`src/rtl/yin_pitch_detector_assert.svh`:
```
// Assertion macros for the YIN pitch detector.
// Included by the top level; the including module must provide clk and rst_n.
`ifndef YIN_PITCH_DETECTOR_ASSERT_SVH
`define YIN_PITCH_DETECTOR_ASSERT_SVH

// Same-cycle implication, disabled while reset is asserted.
`define YIN_ASSERT_NOW(label, ante, cons, msg) \
    label: assert property (@(posedge clk) disable iff (!rst_n) (ante) |-> (cons)) \
        else $error(msg);

// Next-cycle implication, disabled while reset is asserted.
`define YIN_ASSERT_NEXT(label, ante, cons, msg) \
    label: assert property (@(posedge clk) disable iff (!rst_n) (ante) |=> (cons)) \
        else $error(msg);

`endif

```
`src/rtl/yin_pkg.sv`:
```
// Shared constants, types and helper functions for the YIN pitch detector.
// No dependencies; used by yin_div, yin_pitch_detector and the testbench.
`default_nettype none

package yin_pkg;

    localparam int WINDOW_DEPTH_DEF = 2048;
    localparam int LAG_DEPTH_DEF    = 512;

    localparam int SAMPLE_W   = 16;
    localparam int CFG_W      = 16;
    localparam int SUM_W      = 48;
    localparam int FRAC_W     = 16;
    localparam int FREQ_W     = 24;
    localparam int BASE_SHIFT = 8;

    localparam logic [CFG_W-1:0]  SAMPLE_RATE_RESET = 16'd48000;
    localparam logic [CFG_W-1:0]  THRESHOLD_RESET   = 16'd9830;
    localparam logic [SUM_W-1:0]  ONE_Q16           = 48'd65536;
    localparam logic [FREQ_W-1:0] FREQ_MAX          = 24'hFFFFFF;

    typedef enum logic [0:0] {
        CFG_SAMPLE_RATE = 1'b0,
        CFG_THRESHOLD   = 1'b1
    } cfg_index_t;

    typedef struct packed {
        logic busy;
        logic done;
    } div_stat_t;

    // floor(x / 100) by reciprocal multiply with a single correction step.
    function automatic logic [9:0] div_by_min_freq(input logic [15:0] x);
        logic [28:0] prod;
        logic [9:0]  q;
        logic [16:0] back;
        prod = {13'd0, x} * 29'd5243;
        q    = prod[28:19];
        back = {7'd0, q} * 17'd100;
        if (back > {1'b0, x})
        begin
            q = q - 10'd1;
        end
        return q;
    endfunction

endpackage

`default_nettype wire

```
`src/rtl/yin_div.sv`:
```
// Restoring unsigned divider, one quotient bit per cycle.
// Depends on yin_pkg for the status struct.
`default_nettype none

module yin_div
    import yin_pkg::*;
#(
    parameter int DVD_W = 75,
    parameter int DVS_W = 59
)(
    input  wire logic             clk,
    input  wire logic             rst_n,
    input  wire logic             start,
    input  wire logic [DVD_W-1:0] dividend,
    input  wire logic [DVS_W-1:0] divisor,
    output div_stat_t             stat,
    output logic      [DVD_W-1:0] quotient
);

    localparam int CNT_W = $clog2(DVD_W + 1);

    logic [DVD_W-1:0] quo_reg;
    logic [DVS_W-1:0] rem_reg;
    logic [DVS_W-1:0] dvs_reg;
    logic [CNT_W-1:0] cnt_reg;
    logic             busy_reg;
    logic             done_reg;

    logic [DVS_W:0]   rem_shift;
    logic [DVS_W:0]   rem_sub;
    logic             ge;

    always_comb
    begin
        rem_shift = {rem_reg, quo_reg[DVD_W-1]};
        ge        = rem_shift >= {1'b0, dvs_reg};
        rem_sub   = rem_shift - {1'b0, dvs_reg};
    end

    always_ff @(posedge clk or negedge rst_n)
    begin
        if (!rst_n)
        begin
            busy_reg <= 1'b0;
            done_reg <= 1'b0;
            cnt_reg  <= '0;
        end
        else if (start)
        begin
            busy_reg <= 1'b1;
            done_reg <= 1'b0;
            cnt_reg  <= CNT_W'(DVD_W);
        end
        else if (busy_reg)
        begin
            cnt_reg <= cnt_reg - CNT_W'(1);
            if (cnt_reg == CNT_W'(1))
            begin
                busy_reg <= 1'b0;
                done_reg <= 1'b1;
            end
        end
        else
        begin
            done_reg <= 1'b0;
        end
    end

    always_ff @(posedge clk)
    begin
        if (start)
        begin
            quo_reg <= dividend;
            rem_reg <= '0;
            dvs_reg <= divisor;
        end
        else if (busy_reg)
        begin
            quo_reg <= {quo_reg[DVD_W-2:0], ge};
            rem_reg <= ge ? rem_sub[DVS_W-1:0] : rem_shift[DVS_W-1:0];
        end
    end

    assign quotient = quo_reg;
    assign stat     = '{busy: busy_reg, done: done_reg};

endmodule

`default_nettype wire

```
`config.mk`:
```
export PLATFORM = sky130hd
export DESIGN_NAME = yin_div
export DESIGN_NICKNAME = d
export VERILOG_FILES = /design/src/rtl/yin_pitch_detector_assert.svh /design/src/rtl/yin_pkg.sv /design/src/rtl/yin_div.sv
export SDC_FILE = /design/constraint.sdc
export NUM_CORES = 1
export LEC_CHECK = 0
export ABC_AREA = 1
export ABC_CLOCK_PERIOD_IN_PS = 3950
export BUFFER_PORTS_ARGS = -buffer_cell sky130_fd_sc_hd__buf_2
export CAP_MARGIN = 20
export CORE_MARGIN = 2
export CORE_UTILIZATION = 40
export CTS_BUF_LIST = sky130_fd_sc_hd__clkbuf_4 sky130_fd_sc_hd__clkbuf_8
export CTS_CLUSTER_DIAMETER = 150
export DETAILED_ROUTE_END_ITERATION = 10
export GPL_TIMING_DRIVEN = 0
export PLACE_DENSITY = 0.63
export SLEW_MARGIN = 20
export SYNTH_ARGS = -nofsm -noshare
export SYNTH_HDL_FRONTEND = slang
export SYNTH_SLANG_ARGS = --single-unit
export TNS_END_PERCENT = 50
```
`constraint.sdc`:
```
create_clock -name clk -period 3.95 [get_ports clk]
set_clock_uncertainty 0.1 [all_clocks]
set_input_delay 0.79 -clock clk [delete_from_list [all_inputs] [get_ports clk]]
set_output_delay 0.79 -clock clk [all_outputs]
set_load 0.1 [all_outputs]
```
==> Word level (Yosys, flattened, before mapping) <==
Index checks and enable logic that the tools add are counted.
{ "classes": {"magnitude_cmp": 1, "add_sub_neg": 2, "reduce_logical": 1, "n_eq_ne": 2, "mux": 11} }
{ "op_table": {"columns": ["cell", "n"], "rows": [
  ["2-to-1 mux 75 bit", 2],
  ["greater-or-equal comparator 60 x 59 -> 1 bit", 1],
  ["2-to-1 mux 59 bit", 1],
  ["subtractor 59 bit", 1],
  ["2-to-1 mux 7 bit", 2],
  ["== test 7 x 1 -> 1 bit, second input constant", 1],
  ["subtractor 7 x 1 -> 7 bit, second input constant", 1],
  ["2-to-1 mux 1 bit", 6],
  ["!= test 3 x 2 -> 1 bit, second input constant", 1],
  ["nonzero test 2 bit", 1]
]} }
{ "word_totals": {"inputBits": 137, "output_inout_bits": 77, "reg_bits": 202} }

==> Depth between registers and ports, before layout <==
Gate-level depths: netlist (run 1).
{ "depth": {"word_depth": 4, "ltp_mapped": 17} }

==> Worst setup path before layout (run 1) <==
Ideal clock, no wire load.
{ "synth_path": {"path_type": "input to register", "from": "input start", "to": "register quo_reg[0] (netlist: quotient[0]), enable pin", "path_stages": 4, "setup_time_ns": 0.466, "path_buffers": 2, "t_arrival_ns": 3.532, "path_slack_ns": -0.149, "cell_sequence": "clkbuf_1 -> nor2_1 -> inv_1 -> clkbuf_1"} }
{ "synth_between": {"elab_chain_cells": 1} }
{ "synth_lines": {"columns": ["item", "line_no", "text"], "rows": [
  ["start, declared", "yin_div.sv:13", "input wire logic start,"],
  ["nonzero test 2 bit (no source line)", null, null],
  ["end signal, assigned", "yin_div.sv:73", "quo_reg <= dividend;"],
  ["end signal, assigned", "yin_div.sv:79", "quo_reg <= {quo_reg[DVD_W-2:0], ge};"],
  ["end, declared", "yin_div.sv:22", "logic [DVD_W-1:0] quo_reg;"]
]} }
No other way between the ends.
A chain may end at the register's enable or synchronous reset.

==> Final worst setup path (run 1) <==
{ "layout_path": {"from": "register quo_reg[74] (netlist: quotient[74])", "to": "register rem_reg[49]"} }
{ "layout_between": {"elab_chain_cells": 2, "word_cells_on_any_way": 3, "cone_classes": "add/sub (1); order compare (1); mux (1)"} }
{ "layout_lines": {"columns": ["item", "line_no", "text"], "rows": [
  ["subtractor 59 bit or greater-or-equal comparator 60 x 59 -> 1 bit (tied branches)", "yin_div.sv:37, yin_div.sv:36", null],
  ["2-to-1 mux 59 bit (*)", "yin_div.sv:80", "rem_reg <= ge ? rem_sub[DVS_W-1:0] : rem_shift[DVS_W-1:0];"],
  ["end signal, assigned", "yin_div.sv:80", null],
  ["end, declared", "yin_div.sv:23", "logic [DVS_W-1:0] rem_reg;"]
]} }
Every way passes the cells marked *; elsewhere a longest branch is shown, timed or not.

==> qor.csv, run 1 <==
stage;metric;value;unit
run_status;status;complete, no violations;
clocking;clock sink count;202;
yosys;syn avg cell area;6.68;um^2
yosys;Syn Nets;2271;
sta;Worst slew margin;23.2;%
clocking;CTS Buf Count;37;
global_route;first-pass GRT wire length;67.6;mm
sta;Max Slew Vio Count;0;
cells_and_area;final net count;2526;
setup_path;critical path depth in cells;16;
detailed_routing;Via density;4.73;
detailed_routing;DR iter-0 viols;1014;
yosys;sequential-to-total area share from yosys stat;39.2;%
yosys;most area-consuming cells after synthesis;edfxtp_1 29%, nand2_1 24%, inv_1 11%;
setup_path;crit-path max FO;10;
sta;unrepaired setup endpoints after global routing;false;
cells_and_area;filler cell count;3590;
cells_and_area;max FFs per register;75;
power;PD cells;442;nW/um^2
yosys;Synth cell types;39;
yosys;most common flop cell mapped by yosys;edfxtp_1;
global_route;number of global-route vias before repair;12900;
floorplan;die height;190;um
yosys;dominant cell by count in the synthesized netlist;nand2_1;
yosys;EDFF count, synth;134;
yosys;FFs w/ async S/R, synth;4.46;%
sta;final worst-path cycle share;87.7;%
min_path;WHS Path Cells;1;
cells_and_area;Reg area;5430;um^2
floorplan;# IOs;214;
yosys;area share of the largest cell type after synthesis;29.1;%
global_route;met2 usage;39.5;%
clocking;htree depth;2;
setup_path;delay-heaviest family, CP;simple AND/OR/NAND/NOR gates;
sta;final setup fails;0;
floorplan;Die Width;190;um
cells_and_area;utilization after layout;47.6;%
yosys;#FFs+latches synth;202;
yosys;Ys Warns;0;
setup_path;Critical Path Start Type;flip-flop;
global_route;met3 GRT Util;4.85;%
power;leakage;8.99;nW
setup_path;CP Class;flip-flop to flip-flop;
setup_path;crit end category;flip-flop;
setup_path;most used cell, CP;nand3_1;
clocking;CTS root buffer;clkbuf_8;
power;Worst VDD drop;0.000379;V
clocking;CTS tree;done;
placement;final RePlAce weighted congestion;1.01;
sta;Worst Max-Slew Pin Slew;1.15;ns
detailed_routing;via count;13300;
global_route;Tot GR Track Use;24.2;%
placement;# port buffers;213;
yosys;Cell Area, Synth;13800;um^2
setup_path;worst path cell trace;inv_1, ha_1, fa_1, inv_1, nand3_1, nand3_1, nand3_1, nand3_1, nand2_1, nand2_2, nand3_4, nand2_4, buf_2, nand3_1, nand2_1, nand2_1;
sta;Final Hold Vio Count;0;
global_route;largest net degree at the start of global routing;55;
floorplan;core area;34300;um^2
cells_and_area;layout cells sized above 1;14.4;%
setup_path;CP max-delay cell;fa_1;
global_route;GRT busiest layer;met2;
sta;Final WS setup;0.486;ns
yosys;Post-Synthesis Cells;2072;
clocking;number of gates resized after CTS;0;
setup_path;critical path arrival;3.82;ns
clocking;clk_lat worst skew;0.60;ns
setup_path;worst path required time;4.31;ns
placement;Place WS;0.0129;ns
sta;post-route minimum period;3.46;ns
global_route;Global Route met1 Usage;31.6;%
placement;DP HPWL;34.6;mm
detailed_routing;Detailed Route WL;42.9;mm
flow_run;max cap viols;0;
global_route;initial antenna violation count;0;
clocking;setup repair bufs after CTS;0;
clocking;clk slew on worst S/H paths;0.06;ns
setup_path;Worst Path Buf+Inv;3;
cells_and_area;area of the multi-input gates;6630;um^2
setup_path;FF-to-FF setup slack;0.49;ns
min_path;HP Class;primary input to flip-flop;
detailed_routing;post-route ant nets;0;
floorplan;FP Rows;68;
detailed_routing;Pre-antenna DRT Iters;7;
setup_path;Crit path largest cell delay;0.41;ns
cells_and_area;Area Overhead vs Synth;17.9;%
clocking;Max clock buf depth;3;
floorplan;Initial Util;40.4;%
cells_and_area;number of diodes;0;
yosys;Synth area leader;edfxtp_1;
sta;Max Freq;0.289;GHz
detailed_routing;DRC;0;
detailed_routing;wire length per cell;15.3;um
floorplan;Die ar.;36100;um^2
setup_path;R2R depth;16;
global_route;global route overflow;0;
yosys;most frequent cells after synthesis;874 x nand2_1, 403 x inv_1, 167 x nand3_1, 134 x edfxtp_1, 92 x nor2_1;
[metrics by stage]
| stage | total power, mW | hold WS [ns] | setup TNS (ns) | std cells | area (um^2) |
|---|---|---|---|---|---|
| after floorplan | 4.49 | 0.344 | 0 | 2072 | 13800 |
| after global placement | 5.11 | 0.356 | -124.13 | 2740 | 15500 |
| after detailed placement | 5.13 | 0.360 | 0 | 2742 | 15500 |
| after CTS | 7.28 | 0.229 | 0 | 2809 | 16300 |
| after global routing | 7.64 | 0.252 | 0 | 2809 | 16300 |
| final | 7.21 | 0.275 | 0 | 2809 | 16300 |
[placed cells by master, fill, tap and decap left out, types with 24 or more instances in the layout]
cell type	Yosys	routed
clkbuf_1	30	29
nand2_1	874	874
nand3_1	167	167
nand3b_1	24	24
xnor2_1	28	28
inv_1	403	403
edfxtp_1	134	134
nor2_1	92	91
a21oi_1	47	47
dfxtp_1	59	59
clkbuf_8	0	40
buf_2	7	219
ha_1	61	61
o21ai_0	40	40
[final timing paths]
path / startpoint / endpoint
worst max-delay path: quotient[74] / rem_reg[49]
worst min-delay path: divisor[19] / dvs_reg[19]
worst max register to register: quotient[74] / rem_reg[49]
worst min register to register: rem_reg[32] / rem_reg[32]
max in group asynchronous: rst_n / cnt_reg[0]
min in group asynchronous: rst_n / cnt_reg[4]
[cell families after synthesis]
group,after synthesis,share of synthesized area (%)
adders and majority gates,62,5.66
DFF,202,39.2
and+or+nand+nor,1219,36.8
buffers and inverters,466,12.9
AOI/OAI and AO/OA,94,3.53
xor gates and xnor gates,29,1.83
[power by group]
group | switching, mW | internal (mW)
sequential | 0.115 | 2.48
combinational | 1.81 | 0.710
clock | 0.923 | 1.17
total | 2.85 | 4.37
[final cells by class]
class                   instances  share of cell area, %
plain buffers                  48                   1.37
clock buffers                  50                   3.83
clock inverters                16                  0.928
inverters                     418                   9.61
multi-input cells            1404                   40.6
flip-flops and latches        202                   33.3
well taps                     455                   3.49
repair buffers                216                   6.90
[repair_timing]
| action | 4_1_cts | 5_1_grt |
|---|---|---|
| setup endpoints to repair | 0 | 0 |
| hold buffers | 1 | 0 |
| hold endpoints to repair | 9 | 0 |
[routing by layer]
layer	share of wire, %	up-vias
met5	0	-
met4	3.0	0
met3	7.3	61
met2	45	439
met1	45	5936
li1	-	6863
Power figures use the tool's default switching activity.
==> run 2, diff against run 1 <==
CELL_PAD_IN_SITES_DETAIL_PLACEMENT = 1   (was default)
CELL_PAD_IN_SITES_GLOBAL_PLACEMENT = 1   (was default)
PLACE_DENSITY = 0.82   (was 0.63)
==> run 2 against run 1 <==
Cell count is 0.14% higher; sequential power about the same; sequential cell count did not move; critical path depth unchanged; sequential share of layout area fell by 0.21 points; first-iteration DRC count shrank 32%; die area stayed put; setup slack worse by 0.10 ns; non-clock buffer count shrank 1; largest power group unchanged; combinational power is 3% higher; critical path type unchanged; clock power is 17% higher; clock-buffer cell count rose by 9.
==> qor.csv, run 2 (synthesis gave the netlist of run 1 again) <==
stage;metric;value;unit
sta;Final Hold Vio Count;0;
floorplan;Initial Util;40.4;%
sta;Worst slew margin;23.2;%
setup_path;crit-path max FO;10;
detailed_routing;Met1 Routed Length;21.3;mm
global_route;number of global-route vias before repair;14600;
detailed_routing;Detailed Route WL;49.1;mm
cells_and_area;Non-Filler Instances;2813;
detailed_routing;DR iter-0 viols;692;
setup_path;CP max-delay cell;fa_1;
power;Int Pwr;4.68;mW
setup_path;Critical Path Start Type;flip-flop;
floorplan;# IOs;214;
clocking;Max clock buf depth;3;
global_route;first-pass GRT wire length;78.1;mm
floorplan;Die ar.;36100;um^2
placement;final RePlAce weighted congestion;0.951;
clocking;CTS Buf Count;38;
sta;Max Slew Vio Count;0;
detailed_routing;DRC;0;
floorplan;die height;190;um
floorplan;core area;34300;um^2
global_route;largest net degree at the start of global routing;61;
cells_and_area;Area Overhead vs Synth;18.7;%
detailed_routing;post-route ant nets;0;
power;Comb power frac;33.8;%
setup_path;critical path arrival;3.94;ns
setup_path;worst path required time;4.32;ns
detailed_routing;Pre-antenna DRT Iters;5;
cells_and_area;most common cell after layout, fill and taps aside;nand2_1;
floorplan;Die Width;190;um
flow_run;max cap viols;0;
sta;unrepaired setup endpoints after global routing;false;
power;power share of the sequential group;34.0;%
clocking;clk slew on worst S/H paths;0.06;ns
setup_path;most used cell, CP;nand3_1;
cells_and_area;most frequent cells in the layout;874 x nand2_1, 403 x inv_1, 219 x buf_2;
global_route;initial antenna violation count;3;
cells_and_area;max FFs per register;75;
setup_path;worst path cell trace;inv_1, ha_1, fa_1, inv_1, nand3_1, nand3_1, nand3_1, nand3_1, nand2_1, nand2_2, nand3_4, nand2_4, buf_2, nand3_1, nand2_1, nand2_1;
setup_path;Crit path largest cell delay;0.42;ns
global_route;Tot GR Track Use;27.8;%
power;PD cells;466;nW/um^2
sta;Max Freq;0.280;GHz
detailed_routing;routed wl met2;23.3;mm
min_path;HP Class;primary input to flip-flop;
sta;Worst Max-Slew Pin Slew;1.15;ns
sta;final setup fails;0;
power;switch share;38.9;%
clocking;CTS root buffer;clkbuf_8;
detailed_routing;Via density;4.90;
clocking;setup repair bufs after CTS;0;
setup_path;CP Class;flip-flop to flip-flop;
placement;# placed instances;2741;
clocking;clk_lat worst skew;0.61;ns
clocking;CTS tree;done;
detailed_routing;via count;13800;
power;Psw;2.97;mW
floorplan;FP Rows;68;
sta;final worst-path cycle share;90.3;%
sta;TNS Setup;0;ns
global_route;global route overflow;0;
run_status;status;complete, no violations;
clocking;number of gates resized after CTS;0;
clocking;Post-CTS Hold Buffers;1;
detailed_routing;Top Layer Used;met5;
cells_and_area;final net count;2526;
setup_path;delay-heaviest family, CP;simple AND/OR/NAND/NOR gates;
detailed_routing;wire length per cell;17.5;um
power;leakage;9.06;nW
sta;post-route minimum period;3.57;ns
setup_path;crit end category;flip-flop;
clocking;htree depth;2;
setup_path;Worst Path Buf+Inv;3;
placement;# port buffers;213;
detailed_routing;WL met3;2.91;mm
cells_and_area;layout cells sized above 1;14.6;%
placement;DP HPWL;38.9;mm
clocking;clock sink count;202;
power;Worst VDD drop;0.000376;V
power;clock network power share;32.1;%
-- run 2: cell types whose count changed in the layout (fill, tap and decap cells not counted), sizes merged --
cell      previous run  this run
clkbuf              80        89
clkinv              12         3
bufinv               2         5
clkinvlp             2         0
diode                0         2
inv                418       420
buf                233       232
-- run 2: power groups by stage --
stage / Sequential (mW) / Clock (mW) / Combinational, mW
after global routing: 2.63 / 2.60 / 2.85
after global placement: 2.63 / 0 / 2.49
after floorplan: 3.14 / 0 / 1.35
after detailed placement: 2.64 / 0 / 2.56
final: 2.60 / 2.46 / 2.59
after CTS: 2.60 / 2.52 / 2.59
-- run 2: area by class of cell --
class	count	area (um^2)
sequential	202	5430
clock buffer	59	712
inverter	418	1570
timing repair buffer	215	1110
multi-input combinational	1404	6630
fill	4601	17900
antenna	2	5.00
clock inverter	10	185
tap	455	569
buffer	48	224
-- run 2: worst reg2reg max path: stages (launching register included) --
cell and delay (ns):
edfxtp_1 0.35, inv_1 0.13, ha_1 0.27, fa_1 0.42
inv_1 0.13, nand3_1 0.08, nand3_1 0.21, nand3_1 0.11
nand3_1 0.20, nand2_1 0.10, nand2_2 0.16, nand3_4 0.23
nand2_4 0.21, buf_2 0.35, nand3_1 0.24, nand2_1 0.13
nand2_1 0.05
-- run 2: final timing paths --
path / from / endpoint / slack (ns) / cells past startpoint
max in group asynchronous: rst_n / cnt_reg[1] / 3.05 / 2
setup reg to reg: quotient[74] / rem_reg[49] / 0.38 / 16
hold / removal: divisor[9] / dvs_reg[9] / 0.25 / 1
setup / recovery: quotient[74] / rem_reg[49] / 0.38 / 16
min in group asynchronous: rst_n / cnt_reg[5] / 0.50 / 2
hold reg to reg: rem_reg[27] / rem_reg[27] / 0.37 / 2
-- run 2: per-stage QoR --
step	cell area, um^2	worst slack [ns]	hold slack, ns	utilization, %	power, mW
finish	16400	0.383	0.247	47.9	7.65
global route	16400	0.226	0.227	47.9	8.07
CTS	16400	0.388	0.206	47.9	7.71
detailed placement	15500	-0.0443	0.362	45.2	5.20
global placement	15500	-1.57	0.356	45.1	5.12
floorplan	13800	0.785	0.344	-	4.49
-- run 2: metal layers --
metal	vias up	global-route usage (%)
met2	359	48.0
li1	6853	-
met1	6487	34.2
met5	-	0
met4	2	10.3
met3	82	5.66
